<file path="config.mk">
export PLATFORM = sky130hd
export DESIGN_NAME = iir_biquad_cascade_df1
export DESIGN_NICKNAME = d
export VERILOG_FILES = /design/src/hw/rtl/bqc_pkg.sv /design/src/hw/rtl/bqc_state_ram.sv /design/src/hw/rtl/bqc_mac.sv /design/src/hw/rtl/bqc_seq.sv /design/src/hw/rtl/iir_biquad_cascade_df1.sv
export SDC_FILE = /design/constraint.sdc
export NUM_CORES = 2
export LEC_CHECK = 0
export BUFFER_PORTS_ARGS = -buffer_cell sky130_fd_sc_hd__buf_4
export CORE_MARGIN = 10
export CORE_UTILIZATION = 60
export CTS_CLUSTER_DIAMETER = 50
export DETAILED_ROUTE_END_ITERATION = 10
export PLACE_DENSITY = 0.88
export SYNTH_ARGS = -nofsm -noshare
export SYNTH_HDL_FRONTEND = slang
export SYNTH_SLANG_ARGS = --single-unit
</file>
<file path="constraint.sdc">
create_clock -name clk -period 18.6 [get_ports clk]
set_input_delay 0.93 -clock clk [delete_from_list [all_inputs] [get_ports clk]]
set_output_delay 0.93 -clock clk [all_outputs]
set_load 0.01 [all_outputs]
</file>
<file path="src/hw/rtl/bqc_pkg.sv">
// Package for the biquad cascade: widths, payload types, coefficient table,
// control structs and the sample saturation function. No dependencies.
package bqc_pkg;

  localparam int SECTIONS    = 3;
  localparam int SAMPLE_BITS = 24;
  localparam int COEF_BITS   = 32;
  localparam int COEF_FRAC   = COEF_BITS - 2;
  localparam int DELAY_BITS  = 32;
  localparam int NCOEF       = 5;
  localparam int TAPS        = 4;
  localparam int TAP_W       = 2;
  localparam int SEC_W       = (SECTIONS > 1) ? $clog2(SECTIONS) : 1;
  localparam int ADDR_W      = SEC_W + TAP_W;
  localparam int MEM_DEPTH   = SECTIONS * TAPS;
  localparam int PROD_BITS   = DELAY_BITS + COEF_BITS;
  localparam int ACC_BITS    = PROD_BITS + 3;

  // delay-line entries of one section
  localparam logic [TAP_W-1:0] TAP_X1 = 2'd0;
  localparam logic [TAP_W-1:0] TAP_X2 = 2'd1;
  localparam logic [TAP_W-1:0] TAP_Y1 = 2'd2;
  localparam logic [TAP_W-1:0] TAP_Y2 = 2'd3;

  // per section, Q2.30: b0, b1, b2, -a1, -a2
  localparam logic signed [COEF_BITS-1:0] COEF_TBL [SECTIONS][NCOEF] = '{
    '{ 32'sd368938346,   32'sd737876691,  32'sd368938346,
      -32'sd193213216,  -32'sd8691886 },
    '{ 32'sd1073741824, -32'sd2147483648, 32'sd1073741824,
       32'sd1979963731, -32'sd909257193 },
    '{ 32'sd1073741824, -32'sd2147483648, 32'sd1073741824,
       32'sd2138817284, -32'sd1065092941 }
  };

  typedef struct packed {
    logic                          action;
    logic signed [SAMPLE_BITS-1:0] sample_in;
    logic                          block_end;
  } in_t;

  typedef struct packed {
    logic signed [SAMPLE_BITS-1:0] sample_out;
    logic                          status;
    logic                          block_end_out;
  } out_t;

  typedef struct packed {
    logic                         we;
    logic [ADDR_W-1:0]            waddr;
    logic signed [DELAY_BITS-1:0] wdata;
    logic                         re;
    logic [ADDR_W-1:0]            raddr;
  } mem_req_t;

  typedef struct packed {
    logic mul;
    logic load;
    logic add;
  } mac_ctrl_t;

  function automatic logic signed [SAMPLE_BITS-1:0] sat_sample(
    input logic signed [DELAY_BITS-1:0] v
  );
    logic signed [DELAY_BITS-1:0] hi;
    logic signed [DELAY_BITS-1:0] lo;
    hi = (DELAY_BITS'(1) <<< (SAMPLE_BITS - 1)) - DELAY_BITS'(1);
    lo = -hi - DELAY_BITS'(1);
    if (v > hi) begin
      return SAMPLE_BITS'(hi);
    end else if (v < lo) begin
      return SAMPLE_BITS'(lo);
    end
    return SAMPLE_BITS'(v);
  endfunction

endpackage

</file>
<file path="src/hw/rtl/bqc_state_ram.sv">
// Delay-line store of the cascade: one write port, one registered read port.
// Depends on bqc_pkg.
module bqc_state_ram import bqc_pkg::*; (
  input  logic                         clk,
  input  mem_req_t                     req,
  output logic signed [DELAY_BITS-1:0] rdata
);

  logic signed [DELAY_BITS-1:0] mem [MEM_DEPTH];

  always_ff @(posedge clk) begin
    if (req.we) begin
      mem[req.waddr] <= req.wdata;
    end
  end

  always_ff @(posedge clk) begin
    if (req.re) begin
      rdata <= mem[req.raddr];
    end
  end

endmodule

</file>
<file path="src/hw/rtl/bqc_mac.sv">
// Shared multiply-accumulate of the cascade with rounding and 32-bit saturation.
// Depends on bqc_pkg.
module bqc_mac import bqc_pkg::*; (
  input  logic                         clk,
  input  mac_ctrl_t                    ctrl,
  input  logic signed [DELAY_BITS-1:0] a,
  input  logic signed [COEF_BITS-1:0]  c,
  output logic signed [DELAY_BITS-1:0] y
);

  localparam logic signed [ACC_BITS-1:0] HALF = ACC_BITS'(1) <<< (COEF_FRAC - 1);
  localparam logic signed [ACC_BITS-1:0] DMAX =
    (ACC_BITS'(1) <<< (DELAY_BITS - 1)) - ACC_BITS'(1);
  localparam logic signed [ACC_BITS-1:0] DMIN = -DMAX - ACC_BITS'(1);

  logic signed [PROD_BITS-1:0] prod;
  logic signed [ACC_BITS-1:0]  acc;
  logic signed [ACC_BITS-1:0]  rnd;
  logic signed [ACC_BITS-1:0]  q;

  always_ff @(posedge clk) begin
    if (ctrl.mul) begin
      prod <= PROD_BITS'(a) * PROD_BITS'(c);
    end
    if (ctrl.load) begin
      acc <= ACC_BITS'(prod);
    end else if (ctrl.add) begin
      acc <= acc + ACC_BITS'(prod);
    end
  end

  // round to nearest, ties up, then clamp to the delay width
  always_comb begin
    rnd = acc + HALF;
    q   = rnd >>> COEF_FRAC;
    if (q > DMAX) begin
      y = DELAY_BITS'(DMAX);
    end else if (q < DMIN) begin
      y = DELAY_BITS'(DMIN);
    end else begin
      y = DELAY_BITS'(q);
    end
  end

endmodule

</file>
<file path="src/hw/rtl/bqc_seq.sv">
// Sequencer of the cascade: clearing sweep, per-section read/MAC/write-back
// schedule and the pending result. Depends on bqc_pkg.
module bqc_seq import bqc_pkg::*; (
  input  logic                         clk,
  input  logic                         rst,
  input  logic                         filters_ready,
  input  logic                         req_valid,
  input  in_t                          req,
  output logic                         req_stall,
  output logic                         done,
  output out_t                         res,
  input  logic                         take,
  output mem_req_t                     mreq,
  input  logic signed [DELAY_BITS-1:0] rdata,
  output mac_ctrl_t                    ctrl,
  output logic signed [DELAY_BITS-1:0] mac_a,
  output logic signed [COEF_BITS-1:0]  mac_c,
  input  logic signed [DELAY_BITS-1:0] mac_y
);

  localparam logic [1:0] ST_CLEAR = 2'd0;
  localparam logic [1:0] ST_IDLE  = 2'd1;
  localparam logic [1:0] ST_RUN   = 2'd2;
  localparam logic [1:0] ST_DONE  = 2'd3;

  localparam logic [2:0] PH_MUL_LAST = 3'd4;
  localparam logic [2:0] PH_ACC_LAST = 3'd5;
  localparam logic [2:0] PH_LAST     = 3'd6;
  localparam logic [2:0] PH_RD_LAST  = 3'd3;

  localparam logic [ADDR_W-1:0] CLR_LAST = ADDR_W'(MEM_DEPTH - 1);
  localparam logic [SEC_W-1:0]  SEC_LAST = SEC_W'(SECTIONS - 1);

  logic [1:0]                   state;
  logic [SEC_W-1:0]             sec;
  logic [2:0]                   ph;
  logic [ADDR_W-1:0]            clr_cnt;
  logic                         clr_emit;
  logic signed [DELAY_BITS-1:0] x;
  logic signed [DELAY_BITS-1:0] x1_sv;
  logic signed [DELAY_BITS-1:0] y1_sv;
  logic [2:0]                   cidx;
  logic                         accept;

  assign req_stall = (state != ST_IDLE);
  assign accept    = req_valid && !req_stall;
  assign done      = (state == ST_DONE);
  assign cidx      = (ph <= PH_MUL_LAST) ? ph : 3'd0;

  always_comb begin
    mreq  = '0;
    ctrl  = '0;
    mac_a = (ph == 3'd0) ? x : rdata;
    mac_c = COEF_TBL[sec][cidx];
    case (state)
      ST_CLEAR: begin
        mreq.we    = 1'b1;
        mreq.waddr = clr_cnt;
        mreq.wdata = '0;
      end
      ST_RUN: begin
        // reads of x1, x2, y1, y2 come back from the registered port as operands in the next phase
        mreq.re    = (ph <= PH_RD_LAST);
        mreq.raddr = {sec, ph[TAP_W-1:0]};
        ctrl.mul   = (ph <= PH_MUL_LAST);
        ctrl.load  = (ph == 3'd1);
        ctrl.add   = (ph >= 3'd2) && (ph <= PH_ACC_LAST);
        // each write lands after that entry's read has been taken
        case (ph)
          3'd1: begin
            mreq.we    = 1'b1;
            mreq.waddr = {sec, TAP_X1};
            mreq.wdata = x;
          end
          3'd2: begin
            mreq.we    = 1'b1;
            mreq.waddr = {sec, TAP_X2};
            mreq.wdata = x1_sv;
          end
          3'd4: begin
            mreq.we    = 1'b1;
            mreq.waddr = {sec, TAP_Y2};
            mreq.wdata = y1_sv;
          end
          PH_LAST: begin
            mreq.we    = 1'b1;
            mreq.waddr = {sec, TAP_Y1};
            mreq.wdata = mac_y;
          end
          default: begin
          end
        endcase
      end
      default: begin
      end
    endcase
  end

  always_ff @(posedge clk) begin
    if (rst) begin
      state    <= ST_CLEAR;
      clr_cnt  <= '0;
      clr_emit <= 1'b0;
      sec      <= '0;
      ph       <= '0;
    end else begin
      case (state)
        ST_CLEAR: begin
          clr_cnt <= clr_cnt + ADDR_W'(1);
          if (clr_cnt == CLR_LAST) begin
            state <= clr_emit ? ST_DONE : ST_IDLE;
          end
        end
        ST_IDLE: begin
          if (accept) begin
            sec <= '0;
            ph  <= '0;
            if (req.action) begin
              state    <= ST_CLEAR;
              clr_cnt  <= '0;
              clr_emit <= 1'b1;
            end else if (!filters_ready) begin
              state <= ST_DONE;
            end else begin
              state <= ST_RUN;
            end
          end
        end
        ST_RUN: begin
          if (ph == PH_LAST) begin
            ph <= '0;
            if (sec == SEC_LAST) begin
              state <= ST_DONE;
            end else begin
              sec <= sec + SEC_W'(1);
            end
          end else begin
            ph <= ph + 3'd1;
          end
        end
        ST_DONE: begin
          if (take) begin
            state <= ST_IDLE;
          end
        end
        default: begin
          state <= ST_IDLE;
        end
      endcase
    end
  end

  always_ff @(posedge clk) begin
    if (accept) begin
      x                 <= DELAY_BITS'(req.sample_in);
      res.sample_out    <= '0;
      res.status        <= !req.action && !filters_ready;
      res.block_end_out <= req.block_end;
    end
    if (state == ST_RUN) begin
      if (ph == 3'd1) begin
        x1_sv <= rdata;
      end
      if (ph == 3'd3) begin
        y1_sv <= rdata;
      end
      if (ph == PH_LAST) begin
        x <= mac_y;
        if (sec == SEC_LAST) begin
          res.sample_out <= sat_sample(mac_y);
        end
      end
    end
  end

endmodule

</file>
<file path="src/hw/rtl/iir_biquad_cascade_df1.sv">
// Top level of the three-section direct-form-1 biquad cascade.
// Depends on bqc_pkg, bqc_state_ram, bqc_mac and bqc_seq.
//
// channel  direction  handshake              payload
// req      in         req_valid / req_stall  req  (in_t: action, sample_in, block_end)
// rsp      out        rsp_valid / rsp_stall  rsp  (out_t: sample_out, status, block_end_out)
// cfg      in         cfg_we                 cfg_wdata (filters_ready)
//
// Filtering: each section computes five products through the one MAC, then
// accumulates and rounds, section by section; rsp_valid rises when the result
// moves into the output register, and the next request is taken only after.
// A clear zeroes the 12 delay entries one a cycle, then answers. A rejected
// sample (filters_ready low) goes straight to its response. Reset runs the
// clearing pass with req_stall high. A stalled output holds its transaction;
// a result finished meanwhile waits with req_stall high.
module iir_biquad_cascade_df1 import bqc_pkg::*; (
  input  logic clk,
  input  logic rst,
  input  logic req_valid,
  output logic req_stall,
  input  in_t  req,
  output logic rsp_valid,
  input  logic rsp_stall,
  output out_t rsp,
  input  logic cfg_we,
  input  logic cfg_wdata
);

  logic                         filters_ready;
  logic                         done;
  logic                         take;
  out_t                         res;
  mem_req_t                     mreq;
  logic signed [DELAY_BITS-1:0] rdata;
  mac_ctrl_t                    ctrl;
  logic signed [DELAY_BITS-1:0] mac_a;
  logic signed [COEF_BITS-1:0]  mac_c;
  logic signed [DELAY_BITS-1:0] mac_y;

  // configuration register
  always_ff @(posedge clk) begin
    if (rst) begin
      filters_ready <= 1'b0;
    end else if (cfg_we) begin
      filters_ready <= cfg_wdata;
    end
  end

  // output register: the finished result moves over once the slot is free
  assign take = done && (!rsp_valid || !rsp_stall);

  always_ff @(posedge clk) begin
    if (rst) begin
      rsp_valid <= 1'b0;
    end else if (take) begin
      rsp_valid <= 1'b1;
    end else if (!rsp_stall) begin
      rsp_valid <= 1'b0;
    end
  end

  always_ff @(posedge clk) begin
    if (take) begin
      rsp <= res;
    end
  end

  bqc_seq u_seq (
    .clk           (clk),
    .rst           (rst),
    .filters_ready (filters_ready),
    .req_valid     (req_valid),
    .req           (req),
    .req_stall     (req_stall),
    .done          (done),
    .res           (res),
    .take          (take),
    .mreq          (mreq),
    .rdata         (rdata),
    .ctrl          (ctrl),
    .mac_a         (mac_a),
    .mac_c         (mac_c),
    .mac_y         (mac_y)
  );

  bqc_state_ram u_ram (
    .clk   (clk),
    .req   (mreq),
    .rdata (rdata)
  );

  bqc_mac u_mac (
    .clk  (clk),
    .ctrl (ctrl),
    .a    (mac_a),
    .c    (mac_c),
    .y    (mac_y)
  );

endmodule

</file>
## After elaboration in Yosys (flattened, before gate mapping)

Memories as Yosys holds them, arrays and structs flattened. A register that Yosys moved wholly into a read port is not among the register bits.
Cells that the tools add are included.

| operators by class | value |
|---|---|
| magnitude comparators | 10 |
| mux-type cells | 54 |
| reductions and logical operators | 22 |
| equality and inequality tests | 19 |
| multipliers | 1 |
| add/sub/neg operators | 5 |
| bitwise gates (word level) | 2 |

Operators with widths:

| cell | number |
|---|---|
| 160-bit binary-select mux with 2-bit select | 1 |
| 160-bit two-way mux | 2 |
| 32-bit two-way mux | 8 |
| 37-bit case mux with 4 select lines | 1 |
| 24-bit two-way mux | 6 |
| 67-bit two-way mux | 2 |
| 32-bit binary-select mux with 3-bit select | 1 |
| 37-bit case mux with 2 select lines | 1 |
| 67-bit by 31-bit adder with 67-bit output (second input constant) | 1 |
| 67-bit by 64-bit adder with 67-bit output | 1 |
| 32-bit by 32-bit multiplier with 64-bit output | 1 |
| 37-bit by 32-bit greater-than comparator with 1-bit output (second input constant) | 1 |
| 37-bit by 32-bit less-than comparator with 1-bit output (second input constant) | 1 |
| 32-bit by 24-bit greater-than comparator with 1-bit output (second input constant) | 1 |
| 32-bit by 24-bit less-than comparator with 1-bit output (second input constant) | 1 |
| 26-bit two-way mux | 1 |
| 2-bit two-way mux | 10 |
| 2-bit by 1-bit != test with 1-bit output (second input constant) | 7 |
| 3-bit two-way mux | 4 |
| 1-bit two-way mux | 10 |
| 4-bit two-way mux | 2 |
| 2-bit case mux with 4 select lines | 1 |
| 4-bit case mux with 2 select lines | 1 |
| 2-bit == test (second input constant) | 3 |
| 29 further kinds | 45 |

| storage, ports and cells | value |
|---|---|
| memories kept | 1 |
| flip-flop bits (word level) | 293 |
| input bits | 32 |
| word-level logic and storage cells | 132 |
| bits in writable memories | 384 |

Memories:

| memory | depth | width | rd ports | clocked after memory_dff | wr ports | line | source |
|---|---|---|---|---|---|---|---|
| u_ram.mem | 12 | 32 | 1 | 1 | 1 | bqc_state_ram.sv:9 | `logic signed [DELAY_BITS-1:0] mem [MEM_DEPTH];` |

## Logic depth before layout (Yosys ltp)

| logic depth | value |
|---|---|
| depth after elaboration | 14 |
| mapped depth | 40 |

## Modules after synthesis

From an unflattened synthesis, not the netlist that was laid out.

| unflattened totals | value |
|---|---|
| cells, all modules | 6265 |
| area total of the unflattened synthesis | 68284.2 um^2 |

Modules (own cells, without submodules):

| module | sequential area each (um^2) | cells an instance | area an instance (um^2) | times used |
|---|---|---|---|---|
| bqc_mac | 3933.8 | 4878 | 45412.3 | 1 |
| bqc_state_ram | 12492.0 | 664 | 15493.6 | 1 |
| bqc_seq | 3343.2 | 690 | 6527.5 | 1 |
| iir_biquad_cascade_df1 | 820.8 | 33 | 850.8 | 1 |

## Worst setup path before layout

No wires, ideal clock.

| path | value |
|---|---|
| kind | flip-flop to flip-flop |
| start | reg u_seq.ph[2] |
| end | reg u_mac.prod[62], data pin |
| required time | 18.338 ns |
| path buffers | 4 |
| slack | 9.355 ns |
| stages on the path, launching flop included | 36 |
| period minus slack after synthesis | 9.245 ns |
| library setup time | 0.262 ns |
| data arrival time | 8.983 ns |
| cells stage by stage | dfxtp_1 clkbuf_1 inv_1 ha_1 clkbuf_1 and2_0 clkbuf_1 nand2_1 nand2_1 clkbuf_1 nand2_1 fa_1 fa_1 fa_1 inv_1 fa_1 inv_1 fa_1 inv_1 fa_1 fa_1 inv_1 fa_1 inv_1 ha_1 nand2_1 nor3_1 nand2_1 nor2_1 nor3_1 o22ai_1 a21o_1 nor3_1 or3_1 a21oi_1 xor2_1 |

| between the ends | value |
|---|---|
| longest elaborated chain between the ends | 7 |

RTL lines:

| item | line | source |
|---|---|---|
| from (decl) | bqc_seq.sv:36 | `logic [2:0] ph;` |
| from (signal assigned) | bqc_seq.sv:138 | `ph <= ph + 3'd1;` |
| 3-bit less-or-equal comparator | bqc_seq.sv:48 | `assign cidx = (ph <= PH_MUL_LAST) ? ph : 3'd0;` |
| 3-bit two-way mux | bqc_seq.sv:48 |  |
| 3-bit inverter with 4-bit output (not written as such) | bqc_seq.sv:54 | `mac_c = COEF_TBL[sec][cidx];` |
| 32-bit binary-select mux with 3-bit select | bqc_seq.sv:54 |  |
| 32-bit two-way mux (not written as such) (2 in series) | bqc_seq.sv:54 |  |
| 32-bit by 32-bit multiplier with 64-bit output * | bqc_mac.sv:23 | `prod <= PROD_BITS'(a) * PROD_BITS'(c);` |
| to (signal assigned) | bqc_mac.sv:23 |  |
| to (decl) | bqc_mac.sv:16 | `logic signed [PROD_BITS-1:0] prod;` |

Mark *: on every way between the ends. The rest lies on a longest branch, timed or not. The select of a mux whose other input is x is not followed.
A chain may end at the register's enable or synchronous reset.

## Final worst setup path

| path | value |
|---|---|
| start | reg u_seq.ph[1] |
| end | reg u_mac.prod[62], data pin |

The elaborated chain is that of the path after synthesis.

==> flow_summary.json <==
{
  "status": "complete, but fails checks",
  "violations": "capacitance limit, slew limit",
  "holdBufCountCts": 0,
  "finalSetupTns_ns": 0,
  "fmax_ghz": 0.08556,
  "area_growth_pct": 7.578,
  "grt_usage": 0.3380,
  "cts_buffers": 79,
  "syn_nets": 7679,
  "powerDensity_nw_per_um2": 50.74,
  "dr.first_iter.drc_count": 6418,
  "ys_seq_elements": 709,
  "hold-worst-slack_ns": 0.3991,
  "ys_top_cells_by_area": "fa_1, edfxtp_1, inv_1, ha_1, nor2_1",
  "required_ns": 19.00,
  "drive_above_1_share": 0.07518,
  "crit_fanout": 50,
  "p_clk_frac": 0.436,
  "port_buffers": 59,
  "start_kind": "register",
  "synth_cells": 6308,
  "async_reset_ff_frac": 0,
  "drc": 0,
  "cpMaxStageDelayCell": "fa_1",
  "relSlewSlack": -0.04567,
  "cts_tree": "built",
  "postLayoutCellArea_um2": 72540,
  "clock_latency_ns": 0.72,
  "yosysTopAreaCellShare": 0.3207,
  "grt_overflow": 0,
  "post_drt_via_cell_ratio": 6.306,
  "vdd_drop_max_mv": 0.09729,
  "antenna_found_initial": 6,
  "firstDrtPassIters": 8,
  "ff2ff_setup_slack_ns": 6.91,
  "max_stage_delay_ns": 0.89,
  "grt_max_degree": 82,
  "mostFrequentLayoutCell": "inv_1",
  "crit_top_cell": "fa_1",
  "place.gp.congestion": 1.041,
  "grt_pass1_vias": 51940,
  "p_int_mw": 2.777,
  "yosys.area.top_type": "fa_1",
  "final_nets": 7663,
  "wirelength_mm": 212.6,
  "leakage_nw": 33.27,
  "die_height_um": 355.2,
  "total_power_mw": 3.680,
  "vias": 49530,
  "critPathCapture": "u_mac.prod[62]$_DFFE_PP_",
  "die_area_um2": 126200,
  "grt_pass1_wl_mm": 319.2,
  "cts_sinks": 709,
  "htree_levels": 3,
  "p_sw_mw": 0.9030,
  "fin_crit_ns": 11.69,
  "die_x_um": 355.2,
  "yosysSeqAreaShare": 0.3054,
  "clock_path_buffers": 3,
  "worst_pin_slew_ns": 1.552,
  "ctsRootBufferMaster": "clkbuf_16",
  "core_area_um2": 111100,
  "crit_start": "u_seq.ph[1]$_SDFFE_PP0P_",
  "boundaryPins": 60,
  "dp_hpwl_mm": 158.9,
  "rsz0062_at_grt": "no",
  "cp-end-kind": "register",
  "worstReg2RegEnd": "u_mac.prod[62]$_DFFE_PP_",
  "combPwrFrac": 0.085,
  "synth_warnings": 0,
  "drv_slew": 3,
  "synth-edff-count": 639,
  "finalSetupViolCount": 0,
  "drv_cap": 2,
  "hp-class": "input pin to register",
  "clock_skew_ns": 0.07091,
  "synth_cell_types": 95,
  "switching_share": 0.2454,
  "start_util": 0.6068,
  "path_class": "register to register",
  "r2r_cells": 32,
  "finalHoldViolCount": 0,
  "syn-cell-area_um2": 67430,
  "finish.utilization": 0.6527,
  "num_rows": 122,
  "cts_resized": 0,
  "final_cell_mix": "inv_1, fa_1, nor2_1",
  "drtAntennaViolNets": 0,
  "post-route-period-util": 0.6284,
  "cts_setup_buffers": 0,
  "placedInstanceArea_um2": 69820,
  "syn_area_per_cell_um2": 10.69,
  "clkTransAtPathRegs_ns": 0.07,
  "arrival_ns": 12.09,
  "wire_per_inst_um": 27.07,
  "reg2reg_from": "u_seq.ph[1]$_SDFFE_PP0P_",
  "ys.flop_type": "edfxtp_1",
  "pwr-share-seq": 0.479
}
-- worst max-delay path: cells and delay by family (launching register included) --
family	cells	cell delay [ns]
adders and majority gates	10	5.41
xor gates and xnor gates	1	0.08
DFF	1	0.62
AOI/OAI and AO/OA	3	0.46
buffers and inverters	7	1.84
and+or+nand+nor	11	2.90
-- power groups by stage --
stage          Sequential (mW)  Clock [mW]  Combinational [mW]
4_1_cts                   1.76        1.61               0.308
2_1_floorplan             1.79           0               0.213
3_3_place_gp              1.79           0               0.295
3_5_place_dp              1.80           0               0.305
6_report                  1.76        1.60               0.314
5_1_grt                   1.76        1.68               0.344
-- worst min-delay path by stage --
stage                                 startpoint                      to  slack [ns]  depth (start not counted)
after floorplan           u_seq.res[0]$_DFFE_PP_        rsp[0]$_DFFE_PP_        0.40                          0
final                                     req[0]  u_seq.res[0]$_DFFE_PP_        0.40                          1
after detailed placement  u_seq.res[0]$_DFFE_PP_        rsp[0]$_DFFE_PP_        0.41                          0
after CTS                                 req[0]  u_seq.res[0]$_DFFE_PP_        0.38                          1
after global placement    u_seq.res[0]$_DFFE_PP_        rsp[0]$_DFFE_PP_        0.40                          0
after global routing                      req[0]  u_seq.res[0]$_DFFE_PP_        0.40                          1
-- stage by stage --
stage / std cells / setup slack, ns
after floorplan: 6308 / 9.355
after global placement: 7699 / 7.356
after detailed placement: 7699 / 7.233
after CTS: 7846 / 7.188
after global routing: 7846 / 6.348
final: 7854 / 6.912
-- cell usage after synthesis, types with 50 or more instances --
cell type / number
xor2_1: 67
xnor2_1: 101
inv_1: 1160
nor2_1: 716
nand3_1: 50
nand2_1: 603
a21o_1: 69
a21oi_1: 239
dfxtp_1: 70
ha_1: 259
fa_1: 1080
edfxtp_1: 639
clkbuf_1: 235
a211oi_1: 60
mux2i_1: 220
o21ai_0: 193
-- kinds of logic after synthesis --
family                     synth area share
AOI/OAI and AO/OA                   0.07961
xor gates and xnor gates            0.02206
adders and majority gates            0.3687
buffers and inverters               0.08052
DFF                                  0.3054
muxes                               0.04869
and+or+nand+nor                     0.09505
-- cell type report --
cell class / count / area, um^2
Clock inverter: 56 / 645.6
Sequential cell: 709 / 20600
Clock buffer: 91 / 2052
Antenna cell: 8 / 20.02
Timing Repair Buffer: 175 / 1314
Inverter: 1162 / 4362
Tap cell: 1488 / 1862
Multi-Input combinational cell: 4165 / 41690
Fill cell: 8159 / 38590
-- state kept, by name (all words and copies together), names as in the netlist, 2 cells and up --
| name | count |
|---|---|
| rsp | 26 |
| u_mac.acc | 67 |
| u_mac.prod | 64 |
| u_ram.mem | 384 |
| u_ram.rdata | 32 |
| u_seq.clr_cnt | 4 |
| u_seq.ph | 3 |
| u_seq.res | 26 |
| u_seq.sec | 2 |
| u_seq.state | 2 |
| u_seq.x | 32 |
| u_seq.x1_sv | 32 |
| u_seq.y1_sv | 32 |
-- routing by layer --
layer  part of all wire  global-route usage  up-vias
met5            0.00073            0.004998        -
met4              0.076              0.2080       12
met3               0.15              0.1298     1030
met2               0.44              0.5094     3688
met1               0.34              0.4091    24490
li1                   -                   -    20310
Note: power is estimated with default switching activity, not from simulation.
